==> src/rtl/base64_stream_decoder_assert.svh <==
// ----------------------------------------------------------------------------
// Assertion macros for the base64 stream decoder.
// Each macro checks on the rising edge of clk_i and is off during reset.
// ----------------------------------------------------------------------------
`ifndef BASE64_STREAM_DECODER_ASSERT_SVH
`define BASE64_STREAM_DECODER_ASSERT_SVH

// Same-cycle implication.
`define B64D_ASSERT_IMPL(lbl, ante, cons) \
  lbl: assert property (@(posedge clk_i) disable iff (!rst_ni) (ante) |-> (cons)) \
    else $error("base64 decoder check failed");

// Next-cycle implication.
`define B64D_ASSERT_NEXT(lbl, ante, cons) \
  lbl: assert property (@(posedge clk_i) disable iff (!rst_ni) (ante) |=> (cons)) \
    else $error("base64 decoder check failed");

`endif

==> src/rtl/b64d_pkg.sv <==
// ----------------------------------------------------------------------------
// b64d_pkg
// Shared types, constants and the character table of the base64 decoder.
// ----------------------------------------------------------------------------
package b64d_pkg;

  localparam int unsigned CountWidth = 16;
  localparam int unsigned QueueDepth = 4;
  localparam int unsigned QueuePtrW  = $clog2(QueueDepth);

  localparam logic [15:0] MaxBytesReset = 16'hFFFF;

  // Register indexes.
  localparam logic [0:0] RegMaxOutputBytes = 1'b0;

  // Alphabet offsets.
  localparam logic [5:0] LowerBase = 6'd26;
  localparam logic [5:0] DigitBase = 6'd52;
  localparam logic [5:0] PlusCode  = 6'd62;
  localparam logic [5:0] SlashCode = 6'd63;

  // One queue entry: the decoded words caused by one character.
  typedef struct packed {
    logic [1:0]            n;
    logic [2:0][7:0]       bytes;
    logic [CountWidth-1:0] base;
    logic                  done;
  } rec_t;

  // Bit 6 is the valid flag, bits 5..0 the sextet.
  function automatic logic [6:0] sextet_of(input logic [7:0] ch);
    logic [6:0] s;
    s = 7'd0;
    priority if (ch >= 8'h41 && ch <= 8'h5A) begin
      s = {1'b1, 6'(ch - 8'h41)};
    end else if (ch >= 8'h61 && ch <= 8'h7A) begin
      s = {1'b1, 6'(ch - 8'h61) + LowerBase};
    end else if (ch >= 8'h30 && ch <= 8'h39) begin
      s = {1'b1, 6'(ch - 8'h30) + DigitBase};
    end else if (ch == 8'h2B) begin
      s = {1'b1, PlusCode};
    end else if (ch == 8'h2F) begin
      s = {1'b1, SlashCode};
    end else begin
      s = 7'd0;
    end
    return s;
  endfunction

endpackage

==> src/rtl/b64d_front.sv <==
// ----------------------------------------------------------------------------
// b64d_front
// Maps characters to sextets, groups them in fours, applies the output limit
// and pushes one record per character that causes any word.
// ----------------------------------------------------------------------------
module b64d_front (
  input  logic                          clk_i,
  input  logic                          rst_ni,
  input  logic                          valid_i,
  input  logic [7:0]                    char_i,
  input  logic                          eot_i,
  output logic                          ready_o,
  input  logic [15:0]                   max_i,
  input  logic                          full_i,
  output logic                          push_o,
  output b64d_pkg::rec_t                rec_o
);
  import b64d_pkg::*;

  logic [1:0]            pos_q, pos_d;
  logic [2:0][6:0]       held_q, held_d;
  logic                  stop_q, stop_d;
  logic [CountWidth-1:0] cnt_q, cnt_d;

  logic                  accept;
  logic [6:0]            s;
  logic [5:0]            v2;
  logic [7:0]            b0, b1, b2;
  logic                  decode;
  logic [1:0]            ncand, room, nkeep;
  logic [CountWidth-1:0] diff;

  assign ready_o = !full_i;
  assign accept  = valid_i && !full_i;
  assign s       = sextet_of(char_i);

  always_comb begin
    v2     = held_q[2][6] ? held_q[2][5:0] : 6'h3F;
    b0     = {held_q[0][5:0], held_q[1][5:4]};
    b1     = {held_q[1][3:0], v2[5:2]};
    b2     = {v2[1:0], s[5:0]};
    decode = !stop_q && pos_q == 2'd3 && held_q[0][6] && held_q[1][6];
    ncand  = decode ? 2'd1 + 2'(held_q[2][6]) + 2'(s[6]) : 2'd0;
    diff   = CountWidth'(max_i) - cnt_q;
    if (CountWidth'(max_i) <= cnt_q) begin
      room = 2'd0;
    end else if (diff >= CountWidth'(3)) begin
      room = 2'd3;
    end else begin
      room = diff[1:0];
    end
    nkeep = (ncand < room) ? ncand : room;
  end

  always_comb begin
    rec_o.n        = nkeep;
    rec_o.bytes[0] = b0;
    rec_o.bytes[1] = held_q[2][6] ? b1 : b2;
    rec_o.bytes[2] = b2;
    rec_o.base     = cnt_q;
    rec_o.done     = eot_i;
    push_o         = accept && (nkeep != 2'd0 || eot_i);
  end

  always_comb begin
    pos_d  = pos_q;
    held_d = held_q;
    stop_d = stop_q;
    cnt_d  = cnt_q;
    if (accept) begin
      if (!stop_q) begin
        if (pos_q != 2'd3) begin
          held_d[pos_q] = s;
          pos_d         = pos_q + 2'd1;
        end else begin
          pos_d = 2'd0;
          if (!held_q[0][6] || !held_q[1][6]) begin
            stop_d = 1'b1;
          end
        end
      end
      cnt_d = cnt_q + CountWidth'(nkeep);
      if (eot_i) begin
        pos_d  = 2'd0;
        held_d = '0;
        stop_d = 1'b0;
        cnt_d  = '0;
      end
    end
  end

  always_ff @(posedge clk_i or negedge rst_ni) begin
    if (!rst_ni) begin
      pos_q  <= 2'd0;
      held_q <= '0;
      stop_q <= 1'b0;
      cnt_q  <= '0;
    end else begin
      pos_q  <= pos_d;
      held_q <= held_d;
      stop_q <= stop_d;
      cnt_q  <= cnt_d;
    end
  end

endmodule

==> src/rtl/b64d_queue.sv <==
// ----------------------------------------------------------------------------
// b64d_queue
// Short register queue of records between the front and the back part.
// ----------------------------------------------------------------------------
module b64d_queue (
  input  logic           clk_i,
  input  logic           rst_ni,
  input  logic           push_i,
  input  b64d_pkg::rec_t rec_i,
  input  logic           pop_i,
  output b64d_pkg::rec_t rec_o,
  output logic           full_o,
  output logic           empty_o
);
  import b64d_pkg::*;

  rec_t                 mem_q [QueueDepth];
  logic [QueuePtrW-1:0] wr_q, wr_d, rd_q, rd_d;
  logic [QueuePtrW:0]   cnt_q, cnt_d;

  assign full_o  = cnt_q == (QueuePtrW + 1)'(QueueDepth);
  assign empty_o = cnt_q == '0;
  assign rec_o   = mem_q[rd_q];

  always_comb begin
    wr_d  = push_i ? wr_q + 1'b1 : wr_q;
    rd_d  = pop_i ? rd_q + 1'b1 : rd_q;
    cnt_d = cnt_q + (QueuePtrW + 1)'(push_i) - (QueuePtrW + 1)'(pop_i);
  end

  always_ff @(posedge clk_i) begin
    if (push_i) begin
      mem_q[wr_q] <= rec_i;
    end
  end

  always_ff @(posedge clk_i or negedge rst_ni) begin
    if (!rst_ni) begin
      wr_q  <= '0;
      rd_q  <= '0;
      cnt_q <= '0;
    end else begin
      wr_q  <= wr_d;
      rd_q  <= rd_d;
      cnt_q <= cnt_d;
    end
  end

endmodule

==> src/rtl/b64d_back.sv <==
// ----------------------------------------------------------------------------
// b64d_back
// Takes records from the queue and sends their words one per cycle while ready_i is high.
// ----------------------------------------------------------------------------
module b64d_back (
  input  logic           clk_i,
  input  logic           rst_ni,
  input  b64d_pkg::rec_t rec_i,
  input  logic           empty_i,
  output logic           pop_o,
  output logic           valid_o,
  input  logic           ready_i,
  output logic [7:0]     byte_o,
  output logic           byte_valid_o,
  output logic [15:0]    count_o,
  output logic           last_o,
  output logic           done_o
);
  import b64d_pkg::*;

  rec_t       cur_q, cur_d;
  logic [1:0] idx_q, idx_d;
  logic       busy_q, busy_d;
  logic       fire;
  logic [CountWidth-1:0] cnt;

  assign fire         = busy_q && ready_i;
  assign valid_o      = busy_q;
  assign byte_valid_o = cur_q.n != 2'd0;
  assign last_o       = (cur_q.n == 2'd0) || (idx_q == cur_q.n - 2'd1);
  assign done_o       = cur_q.done && last_o;
  assign cnt          = cur_q.base + CountWidth'(idx_q) + CountWidth'(byte_valid_o);
  assign count_o      = cnt[15:0];

  always_comb begin
    byte_o = 8'd0;
    if (byte_valid_o) begin
      unique case (idx_q)
        2'd0:    byte_o = cur_q.bytes[0];
        2'd1:    byte_o = cur_q.bytes[1];
        default: byte_o = cur_q.bytes[2];
      endcase
    end
  end

  always_comb begin
    cur_d  = cur_q;
    idx_d  = idx_q;
    busy_d = busy_q;
    pop_o  = 1'b0;
    if (fire && !last_o) begin
      idx_d = idx_q + 2'd1;
    end else if (!busy_q || fire) begin
      pop_o  = !empty_i;
      busy_d = !empty_i;
      cur_d  = rec_i;
      idx_d  = 2'd0;
    end
  end

  always_ff @(posedge clk_i) begin
    cur_q <= cur_d;
  end

  always_ff @(posedge clk_i or negedge rst_ni) begin
    if (!rst_ni) begin
      idx_q  <= 2'd0;
      busy_q <= 1'b0;
    end else begin
      idx_q  <= idx_d;
      busy_q <= busy_d;
    end
  end

endmodule

==> src/rtl/base64_stream_decoder.sv <==
// ----------------------------------------------------------------------------
// base64_stream_decoder
// Decodes base64 text arriving one character per word into bytes.
// ----------------------------------------------------------------------------
// Channel    | Direction | Contents
// s_axis     | in        | tdata: char_in; tlast: end_of_text
// m_axis     | out       | tdata: byte_out, bytes_so_far; tlast: run_last;
//            |           | tuser: byte_valid, message_done
// apb        | in        | max_output_bytes at byte address 0
//
// One character is accepted per cycle while the four-entry queue has room.
// The back part sends one word per cycle while m_axis_tready is high.
// Reset clears the decoder state and sets the byte limit to 65535.
// A stalled output fills the queue, after which s_axis_tready drops.
// ----------------------------------------------------------------------------
`include "base64_stream_decoder_assert.svh"

module base64_stream_decoder (
  input  logic        clk_i,
  input  logic        rst_ni,
  input  logic        s_axis_tvalid,
  output logic        s_axis_tready,
  input  logic [7:0]  s_axis_tdata,   // [7:0] char_in
  input  logic        s_axis_tlast,
  output logic        m_axis_tvalid,
  input  logic        m_axis_tready,
  output logic [23:0] m_axis_tdata,   // [7:0] byte_out, [23:8] bytes_so_far
  output logic        m_axis_tlast,
  output logic [1:0]  m_axis_tuser,   // [0] byte_valid, [1] message_done
  input  logic        psel,
  input  logic        penable,
  input  logic        pwrite,
  input  logic [2:0]  paddr,
  input  logic [31:0] pwdata,
  output logic [31:0] prdata,
  output logic        pready
);
  import b64d_pkg::*;

  logic [15:0] max_q;
  logic        push, pop, full, empty;
  rec_t        rec_in, rec_out;
  logic [7:0]  byte_out;
  logic [15:0] bytes_so_far;

  assign pready = 1'b1;
  assign prdata = (paddr[2:2] == RegMaxOutputBytes) ? {16'd0, max_q} : 32'd0;

  always_ff @(posedge clk_i or negedge rst_ni) begin
    if (!rst_ni) begin
      max_q <= MaxBytesReset;
    end else if (psel && penable && pwrite && pready &&
                 paddr[2:2] == RegMaxOutputBytes) begin
      max_q <= pwdata[15:0];
    end
  end

  b64d_front u_front (
    .clk_i   (clk_i),
    .rst_ni  (rst_ni),
    .valid_i (s_axis_tvalid),
    .char_i  (s_axis_tdata),
    .eot_i   (s_axis_tlast),
    .ready_o (s_axis_tready),
    .max_i   (max_q),
    .full_i  (full),
    .push_o  (push),
    .rec_o   (rec_in)
  );

  b64d_queue u_queue (
    .clk_i   (clk_i),
    .rst_ni  (rst_ni),
    .push_i  (push),
    .rec_i   (rec_in),
    .pop_i   (pop),
    .rec_o   (rec_out),
    .full_o  (full),
    .empty_o (empty)
  );

  b64d_back u_back (
    .clk_i        (clk_i),
    .rst_ni       (rst_ni),
    .rec_i        (rec_out),
    .empty_i      (empty),
    .pop_o        (pop),
    .valid_o      (m_axis_tvalid),
    .ready_i      (m_axis_tready),
    .byte_o       (byte_out),
    .byte_valid_o (m_axis_tuser[0]),
    .count_o      (bytes_so_far),
    .last_o       (m_axis_tlast),
    .done_o       (m_axis_tuser[1])
  );

  assign m_axis_tdata = {bytes_so_far, byte_out};

  `B64D_ASSERT_IMPL(a_done_is_last, m_axis_tvalid && m_axis_tuser[1], m_axis_tlast)
  `B64D_ASSERT_IMPL(a_empty_word_ends_msg, m_axis_tvalid && !m_axis_tuser[0], m_axis_tlast && m_axis_tuser[1] && byte_out == 8'd0)
  `B64D_ASSERT_IMPL(a_full_blocks_input, full, !s_axis_tready)
  `B64D_ASSERT_NEXT(a_push_fills_queue, push && !pop, !empty)

endmodule
==> config.mk <==
export PLATFORM = sky130hd
export DESIGN_NAME = base64_stream_decoder
export DESIGN_NICKNAME = d
export VERILOG_FILES = /design/src/rtl/b64d_pkg.sv /design/src/rtl/b64d_front.sv /design/src/rtl/b64d_queue.sv /design/src/rtl/b64d_back.sv /design/src/rtl/base64_stream_decoder.sv
export VERILOG_INCLUDE_DIRS = /design/src /design/src/rtl
export SDC_FILE = /design/constraint.sdc
export NUM_CORES = 1
export LEC_CHECK = 0
export BUFFER_PORTS_ARGS = -buffer_cell sky130_fd_sc_hd__buf_2
export CAP_MARGIN = 20
export CORE_UTILIZATION = 47
export CTS_BUF_LIST = sky130_fd_sc_hd__clkbuf_16
export CTS_CLUSTER_SIZE = 24
export DETAILED_ROUTE_END_ITERATION = 10
export GPL_TIMING_DRIVEN = 0
export HOLD_SLACK_MARGIN = 0.03
export PLACE_DENSITY = 0.65
export SETUP_SLACK_MARGIN = 0.2
export SLEW_MARGIN = 10
export SYNTH_ARGS = -nofsm -noshare
export SYNTH_HDL_FRONTEND = slang
export SYNTH_SLANG_ARGS = --single-unit
export TNS_END_PERCENT = 10
==> constraint.sdc <==
create_clock -name clk_i -period 7.8 [get_ports clk_i]
set_clock_uncertainty 0.1 [all_clocks]
set_input_delay 1.56 -clock clk_i [delete_from_list [all_inputs] [get_ports clk_i]]
set_output_delay 1.56 -clock clk_i [all_outputs]
set_load 0.005 [all_outputs]
==> Yosys cells after proc, flatten, opt, wreduce, memory -nomap -nowiden <==
Memory sizes are Yosys's and may differ from the RTL's. A register that Yosys moved wholly into a read port is not among the register bits.
Index checks and enable logic that the tools add are counted.
{ "totals": {"regBits": 66, "latch_bits": 0, "ram_bits": 172, "mem_bits_ro": 0, "in_bits": 51, "out_inout_bits": 62, "word_cells": 122, "memories": 1} }
{ "op_classes": {"addsub": 18, "n_mul": 0, "n_div": 0, "n_lt_le_gt_ge": 11, "eq_ne": 8, "shift": 0, "n_mux": 34, "bitwise_logic": 2, "n_reduce_logical": 36} }
{ "mem_list": {"columns": ["memory", "depth", "width", "read_ports", "rd_ports_with_merged_regs", "write_ports", "line", "text"], "rows": [
  ["u_queue.mem_q", 4, 43, 1, 1, 1, "b64d_queue.sv:17", "rec_t mem_q [QueueDepth];"]
]} }
{ "op_table": {"columns": ["operator", "n"], "rows": [
  ["$mux 21", 3],
  ["$mux 7", 6],
  ["$add 16x2->16", 2],
  ["$mux 16", 2],
  ["$bwmux 21", 1],
  ["$mux 2", 9],
  ["$add 16x1->16", 1],
  ["$eq 8x6->1 const B", 2],
  ["$ge 16x2->1 const B", 1],
  ["$ge 8x7->1 const B", 2],
  ["$le 16x16->1", 1],
  ["$le 8x7->1 const B", 2],
  ["$mux 8", 2],
  ["$pmux 8 s2", 1],
  ["$sub 16x16->16", 1],
  ["$logic_and 1x1->1", 15],
  ["$demux 7 s2", 1],
  ["$sub 6x6->6 const B", 2],
  ["$add 2x1->2 const B", 4],
  ["$ge 8x6->1 const B", 1],
  ["$le 8x6->1 const B", 1],
  ["$mux 1", 8],
  ["$reduce_bool 2->1", 4],
  ["$logic_not 1->1", 7],
  ["23 further kinds", 30]
]} }

==> Logic depth before layout (Yosys ltp) <==
{ "logic_depth": {"depth_word": 15, "mapped_depth": 25, "depth_no_buf": 25} }

==> By module <==
A second synthesis with hierarchy kept.
{ "hier_totals": {"cells_unflattened": 893, "hier_area_um2": 13057.5} }
{ "modules_own_cells": {"columns": ["mod", "n_inst", "cells_each", "area_per_inst_um2", "seq_area_each_um2"], "rows": [
  ["b64d_queue", 1, 259, 6653.9, 5340.1],
  ["b64d_front", 1, 421, 3488.3, 1001.0],
  ["b64d_back", 1, 143, 1995.7, 1366.3],
  ["base64_stream_decoder", 1, 70, 919.6, 420.4]
]} }

==> Worst setup path after synthesis <==
OpenSTA, ideal clock, no wires.
{ "synth_timing": {"path_type": "in2reg", "start": "in s_axis_tdata[1]", "end": "mem u_queue.mem_q[0][0] (netlist name) (enable)", "setup_ns": 0.405, "arrival_time_ns": 4.873, "required_time_ns": 7.295, "path_slack_ns": 2.422, "stages": 12, "path_buffers": 0, "path_cell_list": "inv_1 -> ha_1 -> nand2_1 -> o311ai_0 -> nor2_1 -> nor2_1 -> ha_1 -> nor2_1 -> nor2_1 -> or3_1 -> o21ai_4 -> and2_1"} }
{ "synth_via": {"elab_chain_len": 15, "elab_cells_between_ends": 25, "cone_classes": "1 x add/sub; 7 x order compare; 2 x eq/ne; 9 x mux; 6 x reduce/logical"} }
{ "synth_lines": {"columns": ["element", "line", "text"], "rows": [
  ["from (decl)", "base64_stream_decoder.sv:23", "input logic [7:0] s_axis_tdata,"],
  ["parallel branches: the longest is 5 deep, another holds $ge 8x6->1", null, null],
  ["$mux 7 *", "b64d_pkg.sv:34", "priority if (ch >= 8'h41 && ch <= 8'h5A) begin"],
  ["$add 2x1->2 *", "b64d_front.sv:43", "ncand = decode ? 2'd1 + 2'(held_q[2][6]) + 2'(s[6]) : 2'd0;"],
  ["$mux 2 *", "b64d_front.sv:43", null],
  ["$lt 2x2->1", "b64d_front.sv:52", "nkeep = (ncand < room) ? ncand : room;"],
  ["$mux 2 *", "b64d_front.sv:52", null],
  ["$reduce_bool 2->1 *", "b64d_front.sv:62", "push_o = accept && (nkeep != 2'd0 || eot_i);"],
  ["$logic_or 1x1->1 *", "b64d_front.sv:62", null],
  ["$logic_and 1x1->1 *", "b64d_front.sv:62", null],
  ["$mux 1 *", "b64d_queue.sv:32", "if (push_i) begin"],
  ["$mux 1 (implied by the code) *", "b64d_queue.sv:33", "mem_q[wr_q] <= rec_i;"],
  ["to (decl)", "b64d_queue.sv:17", null]
]} }
Every way passes the cells marked *.

==> impl_metrics.ini <==
[power]
power.density_nw_per_um2 = 340
p_leak_nw = 5.52
vdd_drop_max_v = 0.000213

[final_layout]
num_antenna_cells = 0
post-route-cell-area_um2 = 14800
drive_gt1_frac = 0.230
final_nets = 1120
final_cell_mix = edfxtp_1, nand2_1, buf_2
layout_commonest_cell = edfxtp_1
utilization = 0.550
synthToLayoutAreaGrowth_pct = 15.2
fin_cells = 1385

[route]
wirelength_mm = 25.0
dr.pass1.iters = 6
wl_met3_mm = 1.20
via_count = 7432
drtIter0Drc = 480
routedWlPerCell_um = 18.1
routed-wl-met2_mm = 11.7
drc = 0
vias_per_cell = 5.37
ant_nets = 0
topRoutingLayerUsed = met4
wl_met1_mm = 11.9

[clocking]
clock_sinks = 281
h-tree-depth = 1
post_cts_buffers = 0
cts_buffers = 28
hold_buffers = 0
post_cts_resized = 0
clock_latency_ns = 0.52
cts_root_buffer = clkbuf_16
cts_tree = yes
clk_pin_slew_ns = 0.06
ctsLongestPathBuffers = 3

[synthesis]
synth.distinct_cells = 70
yosysTopAreaCell = edfxtp_1
avgSynthCellArea_um2 = 14.4
ys_seq_elements = 281
synth-warning-count = 0
yosysSeqAreaShare = 0.633
synth_area_leaders = edfxtp_1, dfrtp_1, mux4_2, ha_1, dfstp_2
synth_top_flop_cell = edfxtp_1
netlist.area_leader.share = 0.503
synth-edff-count = 215
syn_area_um2 = 12800
ys_async_sr_fraction = 0.235
synth_cells = 894

[critical_path]
end_kind = flop
crit_chain = inv_1 -> ha_1 -> fa_1 -> and2b_1 -> o21bai_1 -> a2111oi_0 -> o31ai_1 -> a2111oi_4 -> and4_1 -> a21o_1 -> ha_1 -> o22a_1 -> nor2_1 -> ha_1 -> inv_1 -> fa_1 -> nor3_1 -> nand4_1 -> xnor2_1 -> nor2_1
reg2reg_slack_ns = 1.66
path_class = flop to flop
crit_path_start_kind = flop
critPathMaxFanout = 6
cpMostUsedCell = ha_1
crit_slowest_cell = a2111oi_0
worstPathRequired_ns = 8.09
cp_top_family = compound AO/OA/AOI/OAI gates
slowest_delay_ns = 0.75
r2r-end = u_front.cnt_q[14]
reg2reg_from = max_q[0]
crit_arrival_ns = 6.43
rr_worst_depth = 20
path_buf_inv = 2

[die]
ios = 113
die_h_um = 167
die_w_um = 167
initial_core_util = 0.477
num_rows = 60
fp.dieArea_um2 = 28000
coreArea_um2 = 26900

[timing]
final.setup.worst_slack_ns = 1.66
finalHoldViolCount = 0
max_freq_ghz = 0.163
period_needed_ns = 6.14
setup_viol = 0
tns_ns = 0
worstMarginPinSlew_ns = 0.912
timing.final.crit_share = 0.787
drv_slew = 0
rsz0062_at_grt = false
slew-limit-headroom = 0.392

[placement]
dp_hpwl_mm = 17.7
gp_congestion = 0.848
port_buffers = 77
pre_cts_slack_ns = 1.27
place_area_um2 = 13900
placedCellCount = 1333

[worst_hold_path]
min_to = u_front.held_q[15]
worstHoldPathCells = 2
holdCritStartpoint = u_front.held_q[15]
hold_path.class = flop to flop

[run]
drv_cap = 0

[grt]
track_usage = 0.185
grt_first_pass_wirelength_mm = 40.9
antenna_found_initial = 1
overflow = 0
grt_pass1_vias = 7520
grt_max_degree = 64

[status]
outcome = completed
-- stage by stage --
step                power (mW)  hold slack (ns)
floorplan                 3.22            0.341
global placement          3.70            0.364
detailed placement        3.76            0.369
CTS                       5.09            0.381
global route              5.33            0.401
finish                    5.03            0.377
-- where the power goes --
group          internal, mW  switching [mW]
combinational         0.689           0.845
sequential             2.02           0.156
clock                 0.777           0.542
total                  3.48            1.54
-- tightest hold or removal path, stage by stage (launching register included) --
cell	delay, ns
dfrtp_1	0.34
nand2_1	0.05
o21ai_0	0.06
-- registers in the layout (all words and copies together) (netlist names) --
register / cells
max_q: 16
u_back.cur_q: 43
u_back.idx_q: 2
u_back.valid_o: 1
u_front.b1: 4
u_front.cnt_q: 16
u_front.held_q: 9
u_front.pos_q: 2
u_front.rec_o: 8
u_front.stop_q: 1
u_queue.cnt_q: 3
u_queue.mem_q: 172
u_queue.rd_q: 2
u_queue.wr_q: 2
-- logic make-up after synthesis --
| family | share of synthesized area |
|---|---|
| fa+ha+maj | 0.0488 |
| other cells | 0.000585 |
| mux | 0.0949 |
| simple gates | 0.0886 |
| compound gates | 0.0724 |
| xor+xnor | 0.0293 |
| flops | 0.633 |
| buf+inv | 0.0320 |
-- worst max-delay path by stage --
stage	startpoint	endpoint	slack, ns	cells past startpoint
global route	max_q[0]	u_front.cnt_q[8]	1.21	20
floorplan	s_axis_tdata[1]	u_queue.mem_q[0][0]	2.42	12
finish	max_q[0]	u_front.cnt_q[14]	1.66	20
global placement	s_axis_tdata[1]	u_queue.mem_q[2][31]	0.89	13
CTS	max_q[0]	u_front.cnt_q[14]	1.74	20
detailed placement	s_axis_tdata[1]	u_front.cnt_q[6]	1.27	19
-- Yosys cell counts (3+ instances only) --
| library cell | number |
|---|---|
| edfxtp_1 | 215 |
| nand2_1 | 79 |
| nor2_1 | 52 |
| dfrtp_1 | 50 |
| inv_1 | 46 |
| mux4_2 | 43 |
| ha_1 | 42 |
| a21oi_1 | 35 |
| xnor2_1 | 33 |
| o21ai_0 | 32 |
| buf_4 | 20 |
| mux2_2 | 19 |
| nor2b_1 | 19 |
| clkbuf_1 | 16 |
| dfstp_2 | 16 |
| nand3_1 | 15 |
| nor3_1 | 10 |
| xor2_1 | 10 |
| a22oi_1 | 9 |
| a32o_1 | 9 |
| and2_1 | 8 |
| nand2b_1 | 8 |
| and3_1 | 7 |
| nand4_1 | 7 |
| o22ai_1 | 6 |
| or3_1 | 6 |
| buf_1 | 5 |
| fa_1 | 5 |
| nor4_1 | 5 |
| a21o_1 | 4 |
| a31oi_1 | 4 |
| o211ai_1 | 3 |
| o221ai_1 | 3 |
-- area by class of cell --
class                   instances  area (µm²)
fillers                      2202       12100
flip-flops and latches        281        8130
multi-input cells             539        4360
clock buffers                  29         726
repair buffers                 83         531
well taps                     341         427
plain buffers                  42         234
clock inverters                23         200
inverters                      47         176
-- routing by layer --
layer | vias up | track usage
li1 | 3582 | -
met1 | 3659 | 0.267
met2 | 170 | 0.302
met3 | 21 | 0.0262
met4 | 0 | 0.0359
met5 | - | 0
Power figures use the tool's default switching activity.
